--- src/hdl/wildcard_byte_pattern_scan_unit_macros.svh ---
// ----------------------------------------------------------------------------
// Assertion macros for the wildcard byte pattern scan unit
// Concurrent assertion wrappers, with and without a reset qualifier.
// ----------------------------------------------------------------------------
`ifndef WILDCARD_BYTE_PATTERN_SCAN_UNIT_MACROS_SVH
`define WILDCARD_BYTE_PATTERN_SCAN_UNIT_MACROS_SVH

// checked only while out of reset
`define WBPS_ASSERT_RST(lbl, clk, rst_n, prop, msg) \
    lbl: assert property (@(posedge clk) disable iff (!rst_n) prop) else $error(msg);

// checked at every rising edge
`define WBPS_ASSERT_CLK(lbl, clk, prop, msg) \
    lbl: assert property (@(posedge clk) prop) else $error(msg);

`endif

--- src/hdl/wbps_pkg.sv ---
// ----------------------------------------------------------------------------
// Wildcard byte pattern scan package
// Shared constants, register indexes and types.
// ----------------------------------------------------------------------------
package wbps_pkg;

    localparam int MAX_PATTERN_DEF = 16;
    localparam int OFFSET_BITS_DEF = 32;

    localparam int SIG_BYTES    = 16;
    localparam int SIG_IDX_BITS = 4;
    localparam int LEN_BITS     = 5;
    localparam int CFG_W        = 64;
    localparam int CFG_IDX_BITS = 2;
    localparam int OUT_BITS     = 32;
    localparam int COUNT_BITS   = 32;

    typedef logic [CFG_IDX_BITS-1:0] t_cfg_idx;

    localparam t_cfg_idx CFG_PATTERN_LOW  = 2'd0;
    localparam t_cfg_idx CFG_PATTERN_HIGH = 2'd1;
    localparam t_cfg_idx CFG_CARE_MASK    = 2'd2;
    localparam t_cfg_idx CFG_PATTERN_LEN  = 2'd3;

    typedef logic [7:0]                 t_byte;
    typedef logic [SIG_BYTES-1:0][7:0]  t_sig;
    typedef logic [SIG_BYTES-1:0]       t_care;
    typedef logic [LEN_BITS-1:0]        t_len;
    typedef logic [OUT_BITS-1:0]        t_out_word;

    typedef struct packed {
        logic load;
        logic clear;
    } t_shift_ctl;

endpackage

--- src/hdl/wbps_in_if.sv ---
// ----------------------------------------------------------------------------
// Scan input channel
// Valid/ready channel carrying one data byte and its region start flag.
// ----------------------------------------------------------------------------
interface wbps_in_if import wbps_pkg::*; ();

    logic  valid;
    logic  ready;
    t_byte data_byte;
    logic  region_start;

    modport source (output valid, output data_byte, output region_start, input ready);
    modport sink   (input valid, input data_byte, input region_start, output ready);

endinterface

--- src/hdl/wbps_out_if.sv ---
// ----------------------------------------------------------------------------
// Scan result channel
// Valid/ready channel carrying the per-byte match report.
// ----------------------------------------------------------------------------
interface wbps_out_if import wbps_pkg::*; ();

    logic      valid;
    logic      ready;
    logic      match_here;
    t_out_word match_offset;
    t_out_word match_total;
    logic      first_found;
    t_out_word first_offset;

    modport source (output valid, output match_here, output match_offset,
                    output match_total, output first_found, output first_offset,
                    input ready);
    modport sink   (input valid, input match_here, input match_offset,
                    input match_total, input first_found, input first_offset,
                    output ready);

endinterface

--- src/hdl/wbps_cell.sv ---
// ----------------------------------------------------------------------------
// Scan history cell
// Holds one history byte, shifts it on to its neighbour on each item and
// compares the shifted-in byte against the signature byte aligned to it.
// ----------------------------------------------------------------------------
module wbps_cell import wbps_pkg::*; #(
    parameter int CELL_IDX = 0
) (
    input  logic       i_clk,
    input  logic       i_rst_n,
    input  t_shift_ctl i_ctl,
    input  t_byte      i_prev_byte,
    input  t_sig       i_sig,
    input  t_care      i_care,
    input  t_len       i_len,
    output t_byte      o_byte,
    output logic       o_ok
);

    t_byte               r_byte;
    t_byte               n_byte;
    logic                in_use;
    logic [LEN_BITS:0]   pos_full;
    logic [SIG_IDX_BITS-1:0] pos;
    logic                must_cmp;

    always_comb begin
        if ((CELL_IDX != 0) && i_ctl.clear) begin
            n_byte = '0;
        end else begin
            n_byte = i_prev_byte;
        end
    end

    // signature position that lines up with this history slot
    always_comb begin
        in_use   = (int'(i_len) > CELL_IDX);
        pos_full = {1'b0, i_len} - (LEN_BITS+1)'(CELL_IDX + 1);
        pos      = pos_full[SIG_IDX_BITS-1:0];
        must_cmp = in_use && (pos_full < (LEN_BITS+1)'(SIG_BYTES)) && i_care[pos];
        o_ok     = !must_cmp || (n_byte == i_sig[pos]);
    end

    always_ff @(posedge i_clk) begin
        if (!i_rst_n) begin
            r_byte <= '0;
        end else if (i_ctl.load) begin
            r_byte <= n_byte;
        end
    end

    assign o_byte = r_byte;

endmodule

--- src/hdl/wildcard_byte_pattern_scan_unit.sv ---
// ----------------------------------------------------------------------------
// Wildcard byte pattern scan unit
// Result: registered, it appears in the cycle after the byte is taken.
// Throughput: 1 byte per cycle while the result drains; all history cells compare in parallel.
// Input is taken while the result register is empty or being drained.
// Reset: synchronous, clears config, history, counters and the result valid flag.
// Matches a masked byte signature against a shifting row of history cells and
// tracks the region offset, saturating match count and first match offset.
// ----------------------------------------------------------------------------
`include "wildcard_byte_pattern_scan_unit_macros.svh"

module wildcard_byte_pattern_scan_unit import wbps_pkg::*; #(
    parameter int MAX_PATTERN = MAX_PATTERN_DEF,
    parameter int OFFSET_BITS = OFFSET_BITS_DEF
) (
    input  logic              i_clk,
    input  logic              i_rst_n,
    wbps_in_if.sink           i_in,
    wbps_out_if.source        o_out,
    input  logic              i_cfg_we,
    input  t_cfg_idx          i_cfg_idx,
    input  logic [CFG_W-1:0]  i_cfg_wdata
);

    t_sig  r_pat;
    t_care r_care;
    t_len  r_len;

    logic [OFFSET_BITS-1:0] r_seen;
    logic [COUNT_BITS-1:0]  r_count;
    logic                   r_first_valid;
    logic [OFFSET_BITS-1:0] r_first_pos;

    logic      r_out_valid;
    logic      r_match_here;
    t_out_word r_match_offset;
    t_out_word r_match_total;
    logic      r_first_found;
    t_out_word r_first_offset;

    logic                   accept;
    t_shift_ctl             ctl;
    t_len                   len_use;
    logic [OFFSET_BITS-1:0] here;
    logic [OFFSET_BITS-1:0] n_seen;
    logic [OFFSET_BITS-1:0] n_start;
    logic [COUNT_BITS-1:0]  count_base;
    logic [COUNT_BITS-1:0]  n_count;
    logic                   first_base;
    logic [OFFSET_BITS-1:0] first_pos_base;
    logic                   n_first_valid;
    logic [OFFSET_BITS-1:0] n_first_pos;
    logic                   hit;

    t_byte                  cell_byte [MAX_PATTERN];
    logic [MAX_PATTERN-1:0] cell_ok;

    // configuration
    always_ff @(posedge i_clk) begin
        if (!i_rst_n) begin
            r_pat  <= '0;
            r_care <= '0;
            r_len  <= '0;
        end else if (i_cfg_we) begin
            unique case (i_cfg_idx)
                CFG_PATTERN_LOW:  r_pat[SIG_BYTES/2-1:0]         <= i_cfg_wdata;
                CFG_PATTERN_HIGH: r_pat[SIG_BYTES-1:SIG_BYTES/2] <= i_cfg_wdata;
                CFG_CARE_MASK:    r_care <= i_cfg_wdata[SIG_BYTES-1:0];
                CFG_PATTERN_LEN:  r_len  <= i_cfg_wdata[LEN_BITS-1:0];
                default: ;
            endcase
        end
    end

    assign i_in.ready = i_rst_n && (!r_out_valid || o_out.ready);
    assign accept     = i_in.valid && i_in.ready;

    assign ctl.load  = accept;
    assign ctl.clear = i_in.region_start;

    assign len_use = (int'(r_len) > MAX_PATTERN) ? LEN_BITS'(MAX_PATTERN) : r_len;

    // history row
    for (genvar k = 0; k < MAX_PATTERN; k++) begin : g_cell
        t_byte prev_byte;
        if (k == 0) begin : g_head
            assign prev_byte = i_in.data_byte;
        end else begin : g_link
            assign prev_byte = cell_byte[k-1];
        end
        wbps_cell #(
            .CELL_IDX (k)
        ) u_cell (
            .i_clk       (i_clk),
            .i_rst_n     (i_rst_n),
            .i_ctl       (ctl),
            .i_prev_byte (prev_byte),
            .i_sig       (r_pat),
            .i_care      (r_care),
            .i_len       (len_use),
            .o_byte      (cell_byte[k]),
            .o_ok        (cell_ok[k])
        );
    end

    // region tracking
    always_comb begin
        here           = i_in.region_start ? '0 : r_seen;
        count_base     = i_in.region_start ? '0 : r_count;
        first_base     = i_in.region_start ? 1'b0 : r_first_valid;
        first_pos_base = i_in.region_start ? '0 : r_first_pos;

        n_seen  = (here != '1) ? here + OFFSET_BITS'(1) : here;
        n_start = here - OFFSET_BITS'(len_use) + OFFSET_BITS'(1);

        hit = (len_use != '0) && (n_seen >= OFFSET_BITS'(len_use)) && (&cell_ok);

        n_count       = count_base;
        n_first_valid = first_base;
        n_first_pos   = first_pos_base;
        if (hit) begin
            if (count_base != '1) begin
                n_count = count_base + COUNT_BITS'(1);
            end
            if (!first_base) begin
                n_first_valid = 1'b1;
                n_first_pos   = n_start;
            end
        end
    end

    always_ff @(posedge i_clk) begin
        if (!i_rst_n) begin
            r_seen        <= '0;
            r_count       <= '0;
            r_first_valid <= 1'b0;
            r_first_pos   <= '0;
        end else if (accept) begin
            r_seen        <= n_seen;
            r_count       <= n_count;
            r_first_valid <= n_first_valid;
            r_first_pos   <= n_first_pos;
        end
    end

    // result register
    always_ff @(posedge i_clk) begin
        if (!i_rst_n) begin
            r_out_valid <= 1'b0;
        end else if (accept) begin
            r_out_valid <= 1'b1;
        end else if (o_out.ready) begin
            r_out_valid <= 1'b0;
        end
    end

    always_ff @(posedge i_clk) begin
        if (accept) begin
            r_match_here   <= hit;
            r_match_offset <= hit ? OUT_BITS'(n_start) : '0;
            r_match_total  <= OUT_BITS'(n_count);
            r_first_found  <= n_first_valid;
            r_first_offset <= OUT_BITS'(n_first_pos);
        end
    end

    assign o_out.valid        = r_out_valid;
    assign o_out.match_here   = r_match_here;
    assign o_out.match_offset = r_match_offset;
    assign o_out.match_total  = r_match_total;
    assign o_out.first_found  = r_first_found;
    assign o_out.first_offset = r_first_offset;

    `WBPS_ASSERT_RST(a_first_has_count, i_clk, i_rst_n, r_first_valid |-> (r_count != '0), "first match recorded with zero count")
    `WBPS_ASSERT_RST(a_hit_bumps_count, i_clk, i_rst_n, (i_rst_n && accept && hit && !i_in.region_start && (r_count != '1)) |=> (r_count == $past(r_count) + COUNT_BITS'(1)), "match did not advance count")
    `WBPS_ASSERT_RST(a_seen_advances, i_clk, i_rst_n, (i_rst_n && accept) |=> (r_seen != '0), "byte count zero after an item")
    `WBPS_ASSERT_RST(a_hit_implies_first, i_clk, i_rst_n, (r_out_valid && r_match_here) |-> r_first_found, "match reported without first match")
    `WBPS_ASSERT_CLK(a_reset_empties, i_clk, !i_rst_n |=> !r_out_valid, "result register not empty after reset")

endmodule

--- src/flat_wrapper.sv ---
// flat-port wrapper written by rule: the top's interface ports become plain ports
module wildcard_byte_pattern_scan_unit_flat import wbps_pkg::*;
#(
    parameter int MAX_PATTERN = MAX_PATTERN_DEF,
    parameter int OFFSET_BITS = OFFSET_BITS_DEF
)
  (i_clk, i_rst_n, i_cfg_we, i_cfg_idx, i_cfg_wdata, i_in_valid, i_in_data_byte, i_in_region_start, i_in_ready, o_out_valid, o_out_match_here, o_out_match_offset, o_out_match_total, o_out_first_found, o_out_first_offset, o_out_ready);
  wbps_in_if i_in_i ();
  wbps_out_if o_out_i ();
  input  logic i_clk;
  input  logic i_rst_n;
  input  logic i_cfg_we;
  input  t_cfg_idx i_cfg_idx;
  input  logic [CFG_W-1:0] i_cfg_wdata;
  input wire logic [$bits(i_in_i.valid)-1:0] i_in_valid;
  input wire logic [$bits(i_in_i.data_byte)-1:0] i_in_data_byte;
  input wire logic [$bits(i_in_i.region_start)-1:0] i_in_region_start;
  output wire logic [$bits(i_in_i.ready)-1:0] i_in_ready;
  output wire logic [$bits(o_out_i.valid)-1:0] o_out_valid;
  output wire logic [$bits(o_out_i.match_here)-1:0] o_out_match_here;
  output wire logic [$bits(o_out_i.match_offset)-1:0] o_out_match_offset;
  output wire logic [$bits(o_out_i.match_total)-1:0] o_out_match_total;
  output wire logic [$bits(o_out_i.first_found)-1:0] o_out_first_found;
  output wire logic [$bits(o_out_i.first_offset)-1:0] o_out_first_offset;
  input wire logic [$bits(o_out_i.ready)-1:0] o_out_ready;
  assign i_in_i.valid = i_in_valid;
  assign i_in_i.data_byte = i_in_data_byte;
  assign i_in_i.region_start = i_in_region_start;
  assign i_in_ready = i_in_i.ready;
  assign o_out_valid = o_out_i.valid;
  assign o_out_match_here = o_out_i.match_here;
  assign o_out_match_offset = o_out_i.match_offset;
  assign o_out_match_total = o_out_i.match_total;
  assign o_out_first_found = o_out_i.first_found;
  assign o_out_first_offset = o_out_i.first_offset;
  assign o_out_i.ready = o_out_ready;
  wildcard_byte_pattern_scan_unit #(.MAX_PATTERN(MAX_PATTERN), .OFFSET_BITS(OFFSET_BITS)) u_core (.i_clk(i_clk), .i_rst_n(i_rst_n), .i_in(i_in_i), .o_out(o_out_i), .i_cfg_we(i_cfg_we), .i_cfg_idx(i_cfg_idx), .i_cfg_wdata(i_cfg_wdata));
endmodule
--- config.mk ---
export PLATFORM = sky130hd
export DESIGN_NAME = wildcard_byte_pattern_scan_unit_flat
export DESIGN_NICKNAME = d
export VERILOG_FILES = /design/src/hdl/wbps_pkg.sv /design/src/hdl/wbps_in_if.sv /design/src/hdl/wbps_out_if.sv /design/src/hdl/wbps_cell.sv /design/src/hdl/wildcard_byte_pattern_scan_unit.sv /design/src/flat_wrapper.sv
export VERILOG_INCLUDE_DIRS = /design/src /design/src/hdl
export SDC_FILE = /design/constraint.sdc
export NUM_CORES = 2
export LEC_CHECK = 0
export BUFFER_PORTS_ARGS = -buffer_cell sky130_fd_sc_hd__buf_2
export CAP_MARGIN = 10
export CELL_PAD_IN_SITES_DETAIL_PLACEMENT = 0
export CELL_PAD_IN_SITES_GLOBAL_PLACEMENT = 1
export CORE_AREA = 2 2 345 347
export DETAILED_ROUTE_END_ITERATION = 7
export DIE_AREA = 0 0 347 349
export PLACE_DENSITY_LB_ADDON = 0.1
export RECOVER_POWER = 50
export SETUP_SLACK_MARGIN = 0.1
export SLEW_MARGIN = 5
export SYNTH_ARGS = -nofsm -noshare
export SYNTH_HDL_FRONTEND = slang
export SYNTH_SLANG_ARGS = --single-unit
export TNS_END_PERCENT = 50
--- constraint.sdc ---
create_clock -name i_clk -period 6.7 [get_ports i_clk]
set_input_delay 0.335 -clock i_clk [delete_from_list [all_inputs] [get_ports i_clk]]
set_output_delay 0.335 -clock i_clk [all_outputs]
set_load 0.03 [all_outputs]
==> flow_summary.toml <==
[route]
postRouteAntennaNets = 0
drc = 0
vias = 33000
wl_per_cell_um = 27.9
viasPerCell = 5.74
drt_iter0_markers = 3123
routed_wl_mm = 161
firstDrtPassIters = 5

[setup_path]
required_ns = 7.13
crit_fanout = 30
timing.rr.end = "u_core.o_out.match_total[25]$_DFFE_PP_"
path_class = "flop to flop"
r2r-start = "u_core.r_len[4]$_SDFFE_PN0P_"
startpoint_type = "flop"
crit_path_end_kind = "flop"
r2r_cells = 19
r2r_setup_slack_ns = 0.34
arrival_ns = 6.79

[global_routing]
grt_start_max_net_pins = 131
grt_pass1_vias = 31300
grt_overflow = 0
grt_pass1_wl_mm = 231
grt_usage_pct = 25.8
antenna_found_initial = 2

[floorplanning]
die_area_sq_um = 121000
rows = 126
io_pins = 180
start_util_pct = 29.7
core_sq_um = 117000
die_x_um = 347
dieHeight_um = 349

[timing]
fmax_mhz = 157
worstMarginPinSlew_ns = 4.34
final.period_utilization_pct = 94.9
fin_crit_ns = 6.36
rsz0062_at_grt = "no"
slew-limit-headroom_pct = -189
setup_viol_count_final = 0
setup_tns_ns = 0
clock_skew_ns = 0.0236
maxSlewViolCount = 383
hold_violations = 0

[outcome]
status = "finished with violations"
violations = "max-capacitance violations, max-slew violations"

[hold_path]
worstHoldStart = "i_cfg_wdata[1]"
min_path_cells = 3
hold_end = "u_core.r_care[1]$_SDFFE_PN0P_"
hold_class = "primary input to flop"

[place]
dp.cells = 5570
portBuffers = 179
gp_congestion = 0.945
hpwl_mm = 121

[yosys]
yosysTopAreaCellShare_pct = 21.0
yosys.cell_types.count = 91
synthArstFlopShare_pct = 0
ys.flop_type = "dfxtp_1"
ys_ff_latch = 465
synth.area.top_cells = "dfxtp_1 21%, mux4_2 11%, edfxtp_1 8.4%"
synth_edf_count = 98
syn_avg_cell_area_sq_um = 8.72
syn_inst = 4001
synth_top_area_cell = "dfxtp_1"
synthesis.nets = 4165
syn_area_sq_um = 34900
yosys_warnings = 0
ys_seq_area_share_pct = 29.5

[cts]
post-cts-setup-buffers = 0
clk_pin_slew_ns = 0.06
cts_buffers = 60
clock-root-buffer = "clkbuf_16"
cts_tree = "yes"
clkSinkCount = 465
clockBufferDepth = 3
insertion_delay_ns = 0.70
htree_levels = 2

[pwr]
finalPower_mw = 7.92
ir_drop_v = 0.000209
p_per_area_nw_per_um2 = 195
power_leakage_nw = 14.3

[run]
maxCapViolCount = 5

[cells_and_area]
final_cell_count_no_fill = 5755
fillerInstances = 12300
final_cell_mix = "620 x nand2_1, 364 x dfxtp_1, 215 x mux2i_1"
drive_gt1_share_pct = 14.5
layout_commonest_cell = "nand2_1"
area_growth_pct = 16.1
post-route-util_pct = 34.5
nets = 4330
## worst max-delay path, stage by stage, from the launching register on
cell and delay, ns:
dfxtp_2 0.39, nand2b_2 0.27, inv_2 0.09, buf_4 0.45, ha_1 0.28, a21oi_1 0.08, xnor2_1 0.19, and2_1 0.73
mux2_2 0.42, mux4_2 0.60, or4_1 0.50, nand3_1 0.14, o2111ai_1 0.13, nor4b_1 0.34, and4_1 0.39, buf_12 0.21
nand4_2 0.10, buf_4 0.22, or3_1 0.36, xnor2_1 0.14
## stage by stage
stage	setup slack (ns)	instance area (sq um)	hold slack, ns
after floorplan	0.119	34900	0.408
after global placement	0.584	37900	0.445
after detailed placement	0.455	37900	0.441
after CTS	0.411	40700	0.00192
after global routing	0.115	40500	0.0198
final	0.339	40500	0.0179
## flip-flops by register name (all words and copies together), names as in the netlist
register / count
u_core.r_first_pos: 32
u_core.o_out.match_offset: 32
u_core.r_len: 5
u_core.r_pat: 128
u_core.o_out.first_found: 1
u_core.o_out.first_offset: 32
u_core.o_out.match_total: 32
u_core.r_first_valid: 1
u_core.r_seen: 32
u_core.o_out.match_here: 1
u_core.r_care: 16
u_core.o_out.valid: 1
u_core.r_count: 32
u_core.g_cell.u_cell.o_byte: 120
## worst max-delay path by stage
stage | startpoint | depth (start not counted) | end | slack (ns)
floorplan | i_in_region_start | 32 | u_core.o_out.match_offset[26]$_SDFFCE_PN0P_ | 0.12
global placement | u_core.r_len[4]$_SDFFE_PN0P_ | 19 | u_core.o_out.match_total[25]$_DFFE_PP_ | 0.58
detailed placement | u_core.r_len[4]$_SDFFE_PN0P_ | 19 | u_core.o_out.match_total[25]$_DFFE_PP_ | 0.46
CTS | u_core.r_len[4]$_SDFFE_PN0P_ | 21 | u_core.o_out.match_total[25]$_DFFE_PP_ | 0.41
global route | u_core.r_len[4]$_SDFFE_PN0P_ | 22 | u_core.o_out.match_total[25]$_DFFE_PP_ | 0.12
finish | u_core.r_len[4]$_SDFFE_PN0P_ | 19 | u_core.o_out.match_total[25]$_DFFE_PP_ | 0.34
## cell families after synthesis
logic type	after synthesis	synth area share, %
fa+ha+maj	84	3.03
xor+xnor	144	3.61
compound gates	976	19.5
simple gates	1469	20.4
mux	440	18.9
buf+inv	423	4.99
flops	465	29.5
## cell usage after synthesis, types with 29 or more instances
master	count
edfxtp_1	98
nand2_1	621
o211ai_1	35
nand4_1	40
ha_1	83
a31oi_1	39
inv_1	117
and3_1	77
xnor2_1	105
xor2_1	39
dfxtp_1	367
buf_1	34
nor3_1	59
mux4_2	170
a21boi_0	160
o21ai_0	176
a22o_1	69
nor2b_1	115
a32o_1	37
nor2_1	214
a211oi_1	37
o22ai_1	40
clkbuf_1	193
mux2_2	54
buf_2	51
mux2i_1	215
and2_1	29
nand3_1	126
a21oi_1	154
## cell type report
cell class	instances	area, sq um	share of cell area (%)
antenna	2	5.00	0.0123
clock buffer	82	1730	4.26
clock inverter	31	334	0.824
inverter	125	480	1.19
multi-input combinational	3113	23000	56.8
sequential	465	10300	25.4
tap	1536	1920	4.74
timing repair buffer	401	2750	6.78
## metal layers
layer	vias to the layer above	share of wire [%]	wire length, um	global-route usage, %
met2	1072	47	74900	42.3
met3	256	5.3	8450	3.42
li1	15200	-	-	-
met5	-	0.014	23	0
met1	16500	44	70600	34.2
met4	4	4.0	6490	10.1
## power breakdown
part           total (mW)  internal, mW  switching [mW]
combinational        1.48         0.526           0.952
clock                3.40          1.96            1.44
sequential           3.04          2.93           0.103
## repair_timing
| item | in CTS | in global routing |
|---|---|---|
| resized for setup | 0 | 1 |
| endpoints found under the hold margin | 145 | 0 |
| endpoints found under the setup margin | 0 | 3 |
| hold buffers | 70 | 0 |
Power figures use the tool's default switching activity.
